==> src/rtl/rpn_pkg.sv <==
// shared constants, codes and controller/datapath interface types for the
// postfix stack evaluator; no dependencies
`timescale 1ns / 1ps

package rpn_pkg;

  // value format and stack geometry
  localparam int DATA_W      = 48;
  localparam int FRAC_BITS   = 16;
  localparam int STACK_DEPTH = 64;
  localparam int ADDR_W      = $clog2(STACK_DEPTH);
  localparam int SP_W        = $clog2(STACK_DEPTH + 1);
  localparam int FUNC_W      = 3;
  localparam int STAT_W      = 3;

  // iterative unit lengths
  localparam int MUL_STEPS = DATA_W;
  localparam int DIV_STEPS = DATA_W + FRAC_BITS;
  localparam int CNT_W     = $clog2(DIV_STEPS);

  // token codes
  localparam logic [FUNC_W-1:0] FUNC_PUSH = 3'd0;
  localparam logic [FUNC_W-1:0] FUNC_ADD  = 3'd1;
  localparam logic [FUNC_W-1:0] FUNC_SUB  = 3'd2;
  localparam logic [FUNC_W-1:0] FUNC_MUL  = 3'd3;
  localparam logic [FUNC_W-1:0] FUNC_DIV  = 3'd4;

  // result status codes
  localparam logic [STAT_W-1:0] ST_OK    = 3'd0;
  localparam logic [STAT_W-1:0] ST_UNDER = 3'd1;
  localparam logic [STAT_W-1:0] ST_FULL  = 3'd2;
  localparam logic [STAT_W-1:0] ST_DIVZ  = 3'd3;
  localparam logic [STAT_W-1:0] ST_SAT   = 3'd4;

  // arithmetic unit operations
  typedef enum logic [2:0] {
    ALU_IDLE,
    ALU_LOAD,
    ALU_ADD,
    ALU_SUB,
    ALU_MUL,
    ALU_MFIN,
    ALU_DIV,
    ALU_DFIN
  } alu_op_t;

  // stack update applied when a result is posted
  typedef enum logic [2:0] {
    CM_NONE,
    CM_PUSH,
    CM_OP,
    CM_DIVZ,
    CM_FULL,
    CM_UNDER,
    CM_NOP
  } commit_t;

  typedef struct packed {
    logic    capture;
    logic    rd_issue;
    alu_op_t alu_op;
    commit_t commit;
  } ctrl_cmd_t;

  typedef struct packed {
    logic sp_full;
    logic sp_lt2;
    logic second_zero;
    logic mul_last;
    logic div_last;
    logic out_free;
  } dp_stat_t;

endpackage

==> src/rtl/rpn_datapath.sv <==
// stack memory, top-of-stack cache, add/sub, shift-add multiplier,
// restoring divider and output register; uses rpn_pkg
`timescale 1ns / 1ps

module rpn_datapath (
  input  logic                         clk,
  input  logic                         rst,
  input  logic [rpn_pkg::DATA_W-1:0]   in_number,
  input  rpn_pkg::ctrl_cmd_t           cmd,
  output rpn_pkg::dp_stat_t            stat,
  output logic                         out_valid,
  input  logic                         out_ready,
  output logic [rpn_pkg::DATA_W-1:0]   out_top,
  output logic [rpn_pkg::SP_W-1:0]     out_depth,
  output logic [rpn_pkg::STAT_W-1:0]   out_status
);
  import rpn_pkg::*;

  localparam logic [DATA_W-1:0]   MAX_VAL = {1'b0, {(DATA_W-1){1'b1}}};
  localparam logic [DATA_W-1:0]   MIN_VAL = {1'b1, {(DATA_W-1){1'b0}}};
  localparam logic [DATA_W+1:0]   Q_CAP   = {2'b01, {DATA_W{1'b0}}};

  function automatic logic [DATA_W-1:0] mag_of(input logic [DATA_W-1:0] v);
    mag_of = v[DATA_W-1] ? (~v + DATA_W'(1)) : v;
  endfunction

  logic [DATA_W-1:0] mem [STACK_DEPTH];
  logic [DATA_W-1:0] rd_data;
  logic [SP_W-1:0]   sp;
  logic [DATA_W-1:0] top_val;
  logic [DATA_W-1:0] num_r;
  logic [DATA_W-1:0] first;
  logic              neg;
  logic [DATA_W-1:0] mcand;
  logic [DATA_W-1:0] acc_hi;
  logic [DATA_W-1:0] acc_lo;
  logic [DATA_W-1:0] rem;
  logic [DATA_W-1:0] dvd;
  logic [DATA_W-1:0] dvs;
  logic [DATA_W:0]   quo;
  logic [CNT_W-1:0]  cnt;
  logic [DATA_W-1:0] res;
  logic              sat;

  logic [ADDR_W-1:0] below_addr;
  logic [SP_W-1:0]   sp_m2;

  // combinational arithmetic
  logic [DATA_W:0]     sum_add;
  logic [DATA_W:0]     sum_sub;
  logic [DATA_W:0]     mul_sum;
  logic [DATA_W:0]     rem_sh;
  logic [DATA_W:0]     rem_sub;
  logic                div_ge;
  logic [DATA_W+1:0]   quo_sh;
  logic [2*DATA_W-1:0] prod_sh;
  logic                fin_hi;
  logic [DATA_W-1:0]   fin_mag;
  logic [DATA_W-1:0]   fin_limit;
  logic                fin_sat;
  logic [DATA_W-1:0]   fin_m;
  logic [DATA_W-1:0]   fin_res;
  logic [DATA_W-1:0]   divz_val;
  logic [DATA_W-1:0]   top_shown;

  assign sp_m2      = sp - SP_W'(2);
  assign below_addr = sp_m2[ADDR_W-1:0];

  always_comb begin
    sum_add  = {first[DATA_W-1], first} + {top_val[DATA_W-1], top_val};
    sum_sub  = {first[DATA_W-1], first} - {top_val[DATA_W-1], top_val};
    mul_sum  = {1'b0, acc_hi} + (acc_lo[0] ? {1'b0, mcand} : {(DATA_W+1){1'b0}});
    rem_sh   = {rem, dvd[DATA_W-1]};
    rem_sub  = rem_sh - {1'b0, dvs};
    div_ge   = rem_sh >= {1'b0, dvs};
    quo_sh   = {quo, div_ge};
    prod_sh  = {acc_hi, acc_lo} >> FRAC_BITS;
    if (cmd.alu_op == ALU_MFIN) begin
      fin_hi  = |prod_sh[2*DATA_W-1:DATA_W];
      fin_mag = prod_sh[DATA_W-1:0];
    end else begin
      fin_hi  = quo[DATA_W];
      fin_mag = quo[DATA_W-1:0];
    end
    fin_limit = neg ? MIN_VAL : MAX_VAL;
    fin_sat   = fin_hi || (fin_mag > fin_limit);
    fin_m     = fin_sat ? fin_limit : fin_mag;
    fin_res   = neg ? (~fin_m + DATA_W'(1)) : fin_m;
    divz_val  = first[DATA_W-1] ? MIN_VAL : MAX_VAL;
    top_shown = (sp != '0) ? top_val : '0;
  end

  // stack memory: one write, one registered read
  always_ff @(posedge clk) begin
    if (cmd.commit == CM_PUSH) begin
      mem[sp[ADDR_W-1:0]] <= num_r;
    end else if (cmd.commit == CM_OP) begin
      mem[below_addr] <= res;
    end else if (cmd.commit == CM_DIVZ) begin
      mem[below_addr] <= divz_val;
    end
    if (cmd.rd_issue) begin
      rd_data <= mem[below_addr];
    end
  end

  // operand and arithmetic registers
  always_ff @(posedge clk) begin
    if (cmd.capture) begin
      num_r <= in_number;
    end
    case (cmd.alu_op)
      ALU_LOAD: begin
        first  <= rd_data;
        neg    <= rd_data[DATA_W-1] ^ top_val[DATA_W-1];
        mcand  <= mag_of(rd_data);
        acc_hi <= '0;
        acc_lo <= mag_of(top_val);
        rem    <= '0;
        dvd    <= mag_of(rd_data);
        dvs    <= mag_of(top_val);
        quo    <= '0;
        cnt    <= '0;
        sat    <= 1'b0;
      end
      ALU_ADD: begin
        sat <= sum_add[DATA_W] != sum_add[DATA_W-1];
        if (sum_add[DATA_W] != sum_add[DATA_W-1]) begin
          res <= sum_add[DATA_W] ? MIN_VAL : MAX_VAL;
        end else begin
          res <= sum_add[DATA_W-1:0];
        end
      end
      ALU_SUB: begin
        sat <= sum_sub[DATA_W] != sum_sub[DATA_W-1];
        if (sum_sub[DATA_W] != sum_sub[DATA_W-1]) begin
          res <= sum_sub[DATA_W] ? MIN_VAL : MAX_VAL;
        end else begin
          res <= sum_sub[DATA_W-1:0];
        end
      end
      ALU_MUL: begin
        acc_hi <= mul_sum[DATA_W:1];
        acc_lo <= {mul_sum[0], acc_lo[DATA_W-1:1]};
        cnt    <= cnt + CNT_W'(1);
      end
      ALU_DIV: begin
        rem <= div_ge ? rem_sub[DATA_W-1:0] : rem_sh[DATA_W-1:0];
        dvd <= {dvd[DATA_W-2:0], 1'b0};
        quo <= (quo_sh > Q_CAP) ? Q_CAP[DATA_W:0] : quo_sh[DATA_W:0];
        cnt <= cnt + CNT_W'(1);
      end
      ALU_MFIN, ALU_DFIN: begin
        res <= fin_res;
        sat <= fin_sat;
      end
      default: begin
      end
    endcase
  end

  // stack pointer, top cache and output register
  always_ff @(posedge clk) begin
    if (rst) begin
      sp        <= '0;
      out_valid <= 1'b0;
    end else begin
      if (cmd.commit != CM_NONE) begin
        out_valid <= 1'b1;
      end else if (out_ready) begin
        out_valid <= 1'b0;
      end
      case (cmd.commit)
        CM_PUSH:          sp <= sp + SP_W'(1);
        CM_OP, CM_DIVZ:   sp <= sp - SP_W'(1);
        default:          sp <= sp;
      endcase
    end
    case (cmd.commit)
      CM_PUSH: begin
        top_val    <= num_r;
        out_top    <= num_r;
        out_depth  <= sp + SP_W'(1);
        out_status <= ST_OK;
      end
      CM_OP: begin
        top_val    <= res;
        out_top    <= res;
        out_depth  <= sp - SP_W'(1);
        out_status <= sat ? ST_SAT : ST_OK;
      end
      CM_DIVZ: begin
        top_val    <= divz_val;
        out_top    <= divz_val;
        out_depth  <= sp - SP_W'(1);
        out_status <= ST_DIVZ;
      end
      CM_FULL: begin
        out_top    <= top_shown;
        out_depth  <= sp;
        out_status <= ST_FULL;
      end
      CM_UNDER: begin
        out_top    <= top_shown;
        out_depth  <= sp;
        out_status <= ST_UNDER;
      end
      CM_NOP: begin
        out_top    <= top_shown;
        out_depth  <= sp;
        out_status <= ST_OK;
      end
      default: begin
      end
    endcase
  end

  assign stat.sp_full     = sp == SP_W'(STACK_DEPTH);
  assign stat.sp_lt2      = sp < SP_W'(2);
  assign stat.second_zero = top_val == '0;
  assign stat.mul_last    = cnt == CNT_W'(MUL_STEPS - 1);
  assign stat.div_last    = cnt == CNT_W'(DIV_STEPS - 1);
  assign stat.out_free    = !out_valid || out_ready;

`ifndef SYNTHESIS
  a_sp_range: assert property (@(posedge clk) disable iff (rst)
    sp <= SP_W'(STACK_DEPTH))
    else $error("stack pointer beyond depth");
  a_push_room: assert property (@(posedge clk) disable iff (rst)
    cmd.commit == CM_PUSH |-> sp < SP_W'(STACK_DEPTH))
    else $error("push committed on full stack");
  a_op_two: assert property (@(posedge clk) disable iff (rst)
    (cmd.commit == CM_OP || cmd.commit == CM_DIVZ) |-> sp >= SP_W'(2))
    else $error("operator committed with fewer than two entries");
  a_push_inc: assert property (@(posedge clk) disable iff (rst)
    cmd.commit == CM_PUSH |=> sp == $past(sp) + SP_W'(1))
    else $error("push did not advance stack pointer");
  a_no_overrun: assert property (@(posedge clk) disable iff (rst)
    cmd.commit != CM_NONE |-> (!out_valid || out_ready))
    else $error("result posted over an untaken result");
`endif

endmodule

==> src/rtl/rpn_ctrl.sv <==
// sequencing state machine: token decode, operand fetch, iteration
// control and result posting; uses rpn_pkg
`timescale 1ns / 1ps

module rpn_ctrl (
  input  logic                        clk,
  input  logic                        rst,
  input  logic                        in_valid,
  output logic                        in_ready,
  input  logic [rpn_pkg::FUNC_W-1:0]  in_func,
  input  rpn_pkg::dp_stat_t           stat,
  output rpn_pkg::ctrl_cmd_t          cmd
);
  import rpn_pkg::*;

  typedef enum logic [3:0] {
    S_IDLE,
    S_LOAD,
    S_ADD,
    S_SUB,
    S_MUL,
    S_MFIN,
    S_DIV,
    S_DFIN,
    S_COMMIT
  } state_t;

  state_t             state;
  logic [FUNC_W-1:0]  func_r;
  commit_t            kind_r;
  logic               accept;

  assign in_ready = state == S_IDLE;
  assign accept   = in_valid && in_ready;

  always_comb begin
    cmd.capture  = accept;
    cmd.rd_issue = accept;
    cmd.commit   = CM_NONE;
    case (state)
      S_LOAD:   cmd.alu_op = ALU_LOAD;
      S_ADD:    cmd.alu_op = ALU_ADD;
      S_SUB:    cmd.alu_op = ALU_SUB;
      S_MUL:    cmd.alu_op = ALU_MUL;
      S_MFIN:   cmd.alu_op = ALU_MFIN;
      S_DIV:    cmd.alu_op = ALU_DIV;
      S_DFIN:   cmd.alu_op = ALU_DFIN;
      default:  cmd.alu_op = ALU_IDLE;
    endcase
    if (state == S_COMMIT && stat.out_free) begin
      cmd.commit = kind_r;
    end
  end

  always_ff @(posedge clk) begin
    if (rst) begin
      state  <= S_IDLE;
      kind_r <= CM_NONE;
      func_r <= FUNC_PUSH;
    end else begin
      case (state)
        S_IDLE: begin
          if (accept) begin
            func_r <= in_func;
            case (in_func)
              FUNC_PUSH: begin
                kind_r <= stat.sp_full ? CM_FULL : CM_PUSH;
                state  <= S_COMMIT;
              end
              FUNC_ADD, FUNC_SUB, FUNC_MUL, FUNC_DIV: begin
                if (stat.sp_lt2) begin
                  kind_r <= CM_UNDER;
                  state  <= S_COMMIT;
                end else begin
                  state <= S_LOAD;
                end
              end
              default: begin
                kind_r <= CM_NOP;
                state  <= S_COMMIT;
              end
            endcase
          end
        end
        S_LOAD: begin
          case (func_r)
            FUNC_ADD: begin
              kind_r <= CM_OP;
              state  <= S_ADD;
            end
            FUNC_SUB: begin
              kind_r <= CM_OP;
              state  <= S_SUB;
            end
            FUNC_MUL: begin
              kind_r <= CM_OP;
              state  <= S_MUL;
            end
            FUNC_DIV: begin
              if (stat.second_zero) begin
                kind_r <= CM_DIVZ;
                state  <= S_COMMIT;
              end else begin
                kind_r <= CM_OP;
                state  <= S_DIV;
              end
            end
            default: begin
              kind_r <= CM_NOP;
              state  <= S_COMMIT;
            end
          endcase
        end
        S_ADD, S_SUB, S_MFIN, S_DFIN: begin
          state <= S_COMMIT;
        end
        S_MUL: begin
          if (stat.mul_last) begin
            state <= S_MFIN;
          end
        end
        S_DIV: begin
          if (stat.div_last) begin
            state <= S_DFIN;
          end
        end
        S_COMMIT: begin
          if (stat.out_free) begin
            state <= S_IDLE;
          end
        end
        default: begin
          state <= S_IDLE;
        end
      endcase
    end
  end

endmodule

==> src/rtl/rpn_stack_evaluator_top.sv <==
// top level of the postfix (rpn) stack evaluator on signed q31.16 values;
// joins rpn_ctrl and rpn_datapath, uses rpn_pkg
`timescale 1ns / 1ps

// channel   dir  handshake            payload
// s_axis    in   s_tvalid / s_tready  s_tdata: func, number_value
// m_axis    out  m_tvalid / m_tready  m_tdata: top_value, stack_depth, status
//
// token flow, accept to next accept: push or rejected token posts at once;
// add/sub loads, computes, posts; multiply loads, runs 48 shift-add steps,
// finishes, posts; divide the same with 64 restoring steps; divide by zero
// loads, then posts. the result register loads as s_tready returns.
// one token is in work at a time; the next is accepted once the previous
// result is posted to the output register, even if not yet taken.
// synchronous active-high reset empties the stack and drops any result.
// a stalled output holds the block in its posting state until taken.

module rpn_stack_evaluator_top (
  input  logic        clk,
  input  logic        rst,
  input  logic        s_tvalid,
  output logic        s_tready,
  input  logic [55:0] s_tdata,   // [2:0] func, [50:3] number_value, rest zero
  output logic        m_tvalid,
  input  logic        m_tready,
  output logic [63:0] m_tdata    // [47:0] top_value, [54:48] stack_depth,
                                 // [57:55] status, rest zero
);
  import rpn_pkg::*;

  ctrl_cmd_t          cmd;
  dp_stat_t           stat;
  logic [DATA_W-1:0]  top_value;
  logic [SP_W-1:0]    stack_depth;
  logic [STAT_W-1:0]  status;

  // token decode and sequencing
  rpn_ctrl u_ctrl (
    .clk      (clk),
    .rst      (rst),
    .in_valid (s_tvalid),
    .in_ready (s_tready),
    .in_func  (s_tdata[FUNC_W-1:0]),
    .stat     (stat),
    .cmd      (cmd)
  );

  // stack, arithmetic and output register
  rpn_datapath u_datapath (
    .clk        (clk),
    .rst        (rst),
    .in_number  (s_tdata[FUNC_W +: DATA_W]),
    .cmd        (cmd),
    .stat       (stat),
    .out_valid  (m_tvalid),
    .out_ready  (m_tready),
    .out_top    (top_value),
    .out_depth  (stack_depth),
    .out_status (status)
  );

  // pack result fields, lowest first
  assign m_tdata = {6'd0, status, stack_depth, top_value};

endmodule
==> config.mk <==
export PLATFORM = sky130hd
export DESIGN_NAME = rpn_stack_evaluator_top
export DESIGN_NICKNAME = d
export VERILOG_FILES = /design/src/rtl/rpn_pkg.sv /design/src/rtl/rpn_datapath.sv /design/src/rtl/rpn_ctrl.sv /design/src/rtl/rpn_stack_evaluator_top.sv
export SDC_FILE = /design/constraint.sdc
export NUM_CORES = 2
export LEC_CHECK = 0
export BUFFER_PORTS_ARGS = -buffer_cell sky130_fd_sc_hd__buf_4
export CORE_ASPECT_RATIO = 1.1
export CORE_MARGIN = 5
export CORE_UTILIZATION = 57
export DETAILED_ROUTE_END_ITERATION = 8
export HOLD_SLACK_MARGIN = 0.08
export PLACE_DENSITY = 0.74
export SLEW_MARGIN = 20
export SYNTH_ARGS = -nofsm -noshare
export SYNTH_HDL_FRONTEND = slang
export SYNTH_SLANG_ARGS = --single-unit
==> constraint.sdc <==
create_clock -name clk -period 6.35 [get_ports clk]
set_input_delay 0.635 -clock clk [delete_from_list [all_inputs] [get_ports clk]]
set_output_delay 0.635 -clock clk [all_outputs]
set_load 0.01 [all_outputs]
==> results.toml <==
[status]
outcome = "finished, final reports clean"

[logic_synthesis]
async_reset_ff_share_pct = 0
synth_area_sq_mm = 0.160
synth_top_area_cell = "edfxtp_1"
synth_flop_cell = "edfxtp_1"
synth.distinct_cells = 95
synth.area.top_cells = "edfxtp_1 70%, mux4_2 14%, ha_1 1.9%"
netlist_instances = 9008
synthTopCellsByCount = "3714 x edfxtp_1, 989 x mux4_2, 630 x nor2_1"
yosysTopAreaCellShare_pct = 69.7
syn_area_per_cell_sq_um = 17.8
ys_warn_count = 0
yosys.cell_count.top_type = "edfxtp_1"
ys_seq_elements = 3732
yosysSeqAreaShare_pct = 69.9
synth_edf_count = 3714

[clock_network]
clk-insertion-delay-late_ns = 0.95
clkSinkCount = 3732
clk_pin_slew_ns = 0.06
cts_made_buffers = 369
cts_buffer_depth = 4
cts_tree = "yes"
postCtsSetupRepairBufs = 0
cts-root-buf = "clkbuf_16"
htree_levels = 5

[finish]
n_fill_cell = 18300
finalInstanceArea_sq_mm = 0.180
stdcell_count = 13400
layout.nets = 9675
drive_above_1_share_pct = 22.2
syn_to_final_growth_pct = 12.4

[timing]
finalCritPeriodShare_pct = 91.7
period_needed_ns = 5.83
clock_skew_ns = 0.100
hold_viol = 0
fin_ws_ns = 0.525
slew_viol_final = 0
rsz0062_at_grt = "no"
timing.hold.ws_ns = 0.185
slew_headroom_pct = 15.1
worstMarginPinSlew_ns = 1.26
max_freq_mhz = 172
setup_violations = 0
finalSetupTns_ns = 0

[floorplan]
fp.dieH_um = 566
ios = 126
core_area_sq_mm = 0.280
rows = 204
die-area_sq_mm = 0.291
die_w_um = 515
start_util_pct = 57.1

[drt]
wirelength_um = 504000
drt-wirelength-per-cell_um = 37.7
routed_via_density = 7.04
routed-via-count = 94100
remaining_drc_errors = 0
drtIter0Drc = 14100
ant_nets = 0
drtPass1Iterations = 6

[worst_setup_path]
path_class = "reg2reg"
cp-start-kind = "register"
crit_start = "u_ctrl.state[2]"
arrival_ns = 6.43
path_buf_inv = 4
critPathCaptureType = "register"
cp_slowest_stage_delay_ns = 0.72
timing.rr.start = "u_ctrl.state[2]"
cp_max_fo = 16
cp-endpoint = "u_datapath.res[46]"
r2r_end = "u_datapath.res[46]"
crit_family = "simple AND/OR/NAND/NOR gates"
required_ns = 6.95
critPathSlowestCell = "mux2i_1"
reg2regPathDepth = 20
r2r_setup_slack_ns = 0.52
critical_path.cell_chain = "nand4bb_4 > mux2i_1 > inv_1 > ha_1 > nand4_1 > nor4_1 > buf_4 > nand2_1 > a31oi_1 > nor3_1 > o22ai_2 > nand2_1 > o21ai_0 > ha_1 > clkinv_1 > nor2_1 > buf_4 > a21oi_1 > nor4_1 > o2111ai_1"
cp_num_cells = 20

[worst_hold_path]
hp-class = "in2reg"

[run]
maxCapViolations = 0

[placement]
pre_cts_slack_ns = 0.648
gp_congestion = 0.966
place_area_sq_mm = 0.167
dp_cells = 12600
dp_hpwl_um = 288000
io_buffers = 114

[pwr]
powerDensity_mw_per_mm2 = 298
vdd_ir_drop_max_mv = 0.261
cellLeakagePower_nw = 57.3

[grt]
grt.overflow.total = 0
grt_pass1_vias = 92800
grt_max_degree = 140
antenna_found_initial = 19
grtUsageTotal_pct = 34.5
grt_first_pass_wirelength_um = 707000
worst min-delay path, delay by kind of cell:
kind | cells | cell delay (ns)
AND/OR/NAND/NOR | 2 | 0.21
buffers and inverters | 1 | 0.12
AO/OA/AOI/OAI | 1 | 0.06
where the power goes:
| group | internal [mW] | switching, mW |
|---|---|---|
| logic | 1.47 | 2.45 |
| clock network | 12.1 | 9.55 |
| registers | 27.7 | 0.240 |
layer usage:
metal	global-route usage, %	vias to the layer above	part of all wire (%)
li1	-	37200	-
met1	46.7	48300	36
met2	55.0	7293	47
met3	7.93	1296	12
met4	14.3	12	5.1
met5	0	-	0.016
registers in the layout, indices dropped and copies added (netlist names), 3 cells and up:
register and flops:
u_ctrl.func_r 3, u_ctrl.kind_r 3, u_ctrl.state 4, u_datapath.acc_hi 48, u_datapath.acc_lo 48, u_datapath.cnt 6
u_datapath.dvd 48, u_datapath.dvs 48, u_datapath.first 47, u_datapath.mcand 48, u_datapath.mem 3072, u_datapath.num_r 48
u_datapath.out_depth 7, u_datapath.out_status 3, u_datapath.out_top 48, u_datapath.quo 49, u_datapath.rd_data 48, u_datapath.rem 48
u_datapath.res 48, u_datapath.sp 7, u_datapath.top_val 48
cell type report:
class                           instances  area (sq um)  area share, %
Inverter                              217           825          0.458
Clock buffer                          437          9570           5.32
Clock inverter                        222          2130           1.19
Timing Repair Buffer                  465          4380           2.44
Sequential cell                      3732        112000           62.2
Tap cell                             3708          4640           2.58
Multi-Input combinational cell       4577         46400           25.8
Antenna cell                           11          27.5         0.0153
worst min-delay path by stage:
| stage | slack (ns) | end | cells after the start | from |
|---|---|---|---|---|
| finish | 0.19 | u_ctrl.state[0] | 4 | s_tvalid |
| floorplan | 0.45 | u_datapath.mcand[0] | 0 | u_datapath.rd_data[0] |
| global route | 0.19 | u_ctrl.state[0] | 4 | s_tvalid |
| detailed placement | 0.49 | u_datapath.dvd[34] | 2 | u_datapath.dvd[33] |
| global placement | 0.49 | u_datapath.dvd[38] | 2 | u_datapath.dvd[37] |
| CTS | 0.13 | u_ctrl.state[0] | 4 | s_tvalid |
timing repair:
action	in CTS	in global routing
hold endpoints to repair	66	0
gates resized for setup	0	0
setup endpoints to repair	0	0
hold buffers	57	0
placed cells by master, fill, tap and decap left out, types with 210 or more instances in the layout:
cell type,n
inv_1,210
mux4_2,989
buf_4,348
xnor2_1,211
ha_1,248
o21ai_0,221
nor2_1,562
clkbuf_16,373
a21oi_1,353
nand2_1,362
edfxtp_1,3714
through the flow:
step	total power [mW]	util [%]
after floorplan	30.8	-
after global placement	32.1	59.8
after detailed placement	32.2	59.8
after CTS	53.6	64.2
after global routing	55.0	64.2
final	53.6	64.2
cell families (layout without fill, tap and decap cells):
family | after synthesis | in the layout | share of synthesized area, %
buffers and inverters | 704 | 1341 | 1.68
other | 1 | 17 | 0.00234
and+or+nand+nor | 1691 | 1691 | 5.04
adders and majority gates | 253 | 253 | 2.00
DFF | 3732 | 3732 | 69.9
xor gates and xnor gates | 283 | 283 | 1.55
AOI/OAI and AO/OA | 1272 | 1272 | 5.33
muxes | 1072 | 1072 | 14.5
Note: power is estimated with default switching activity, not from simulation.
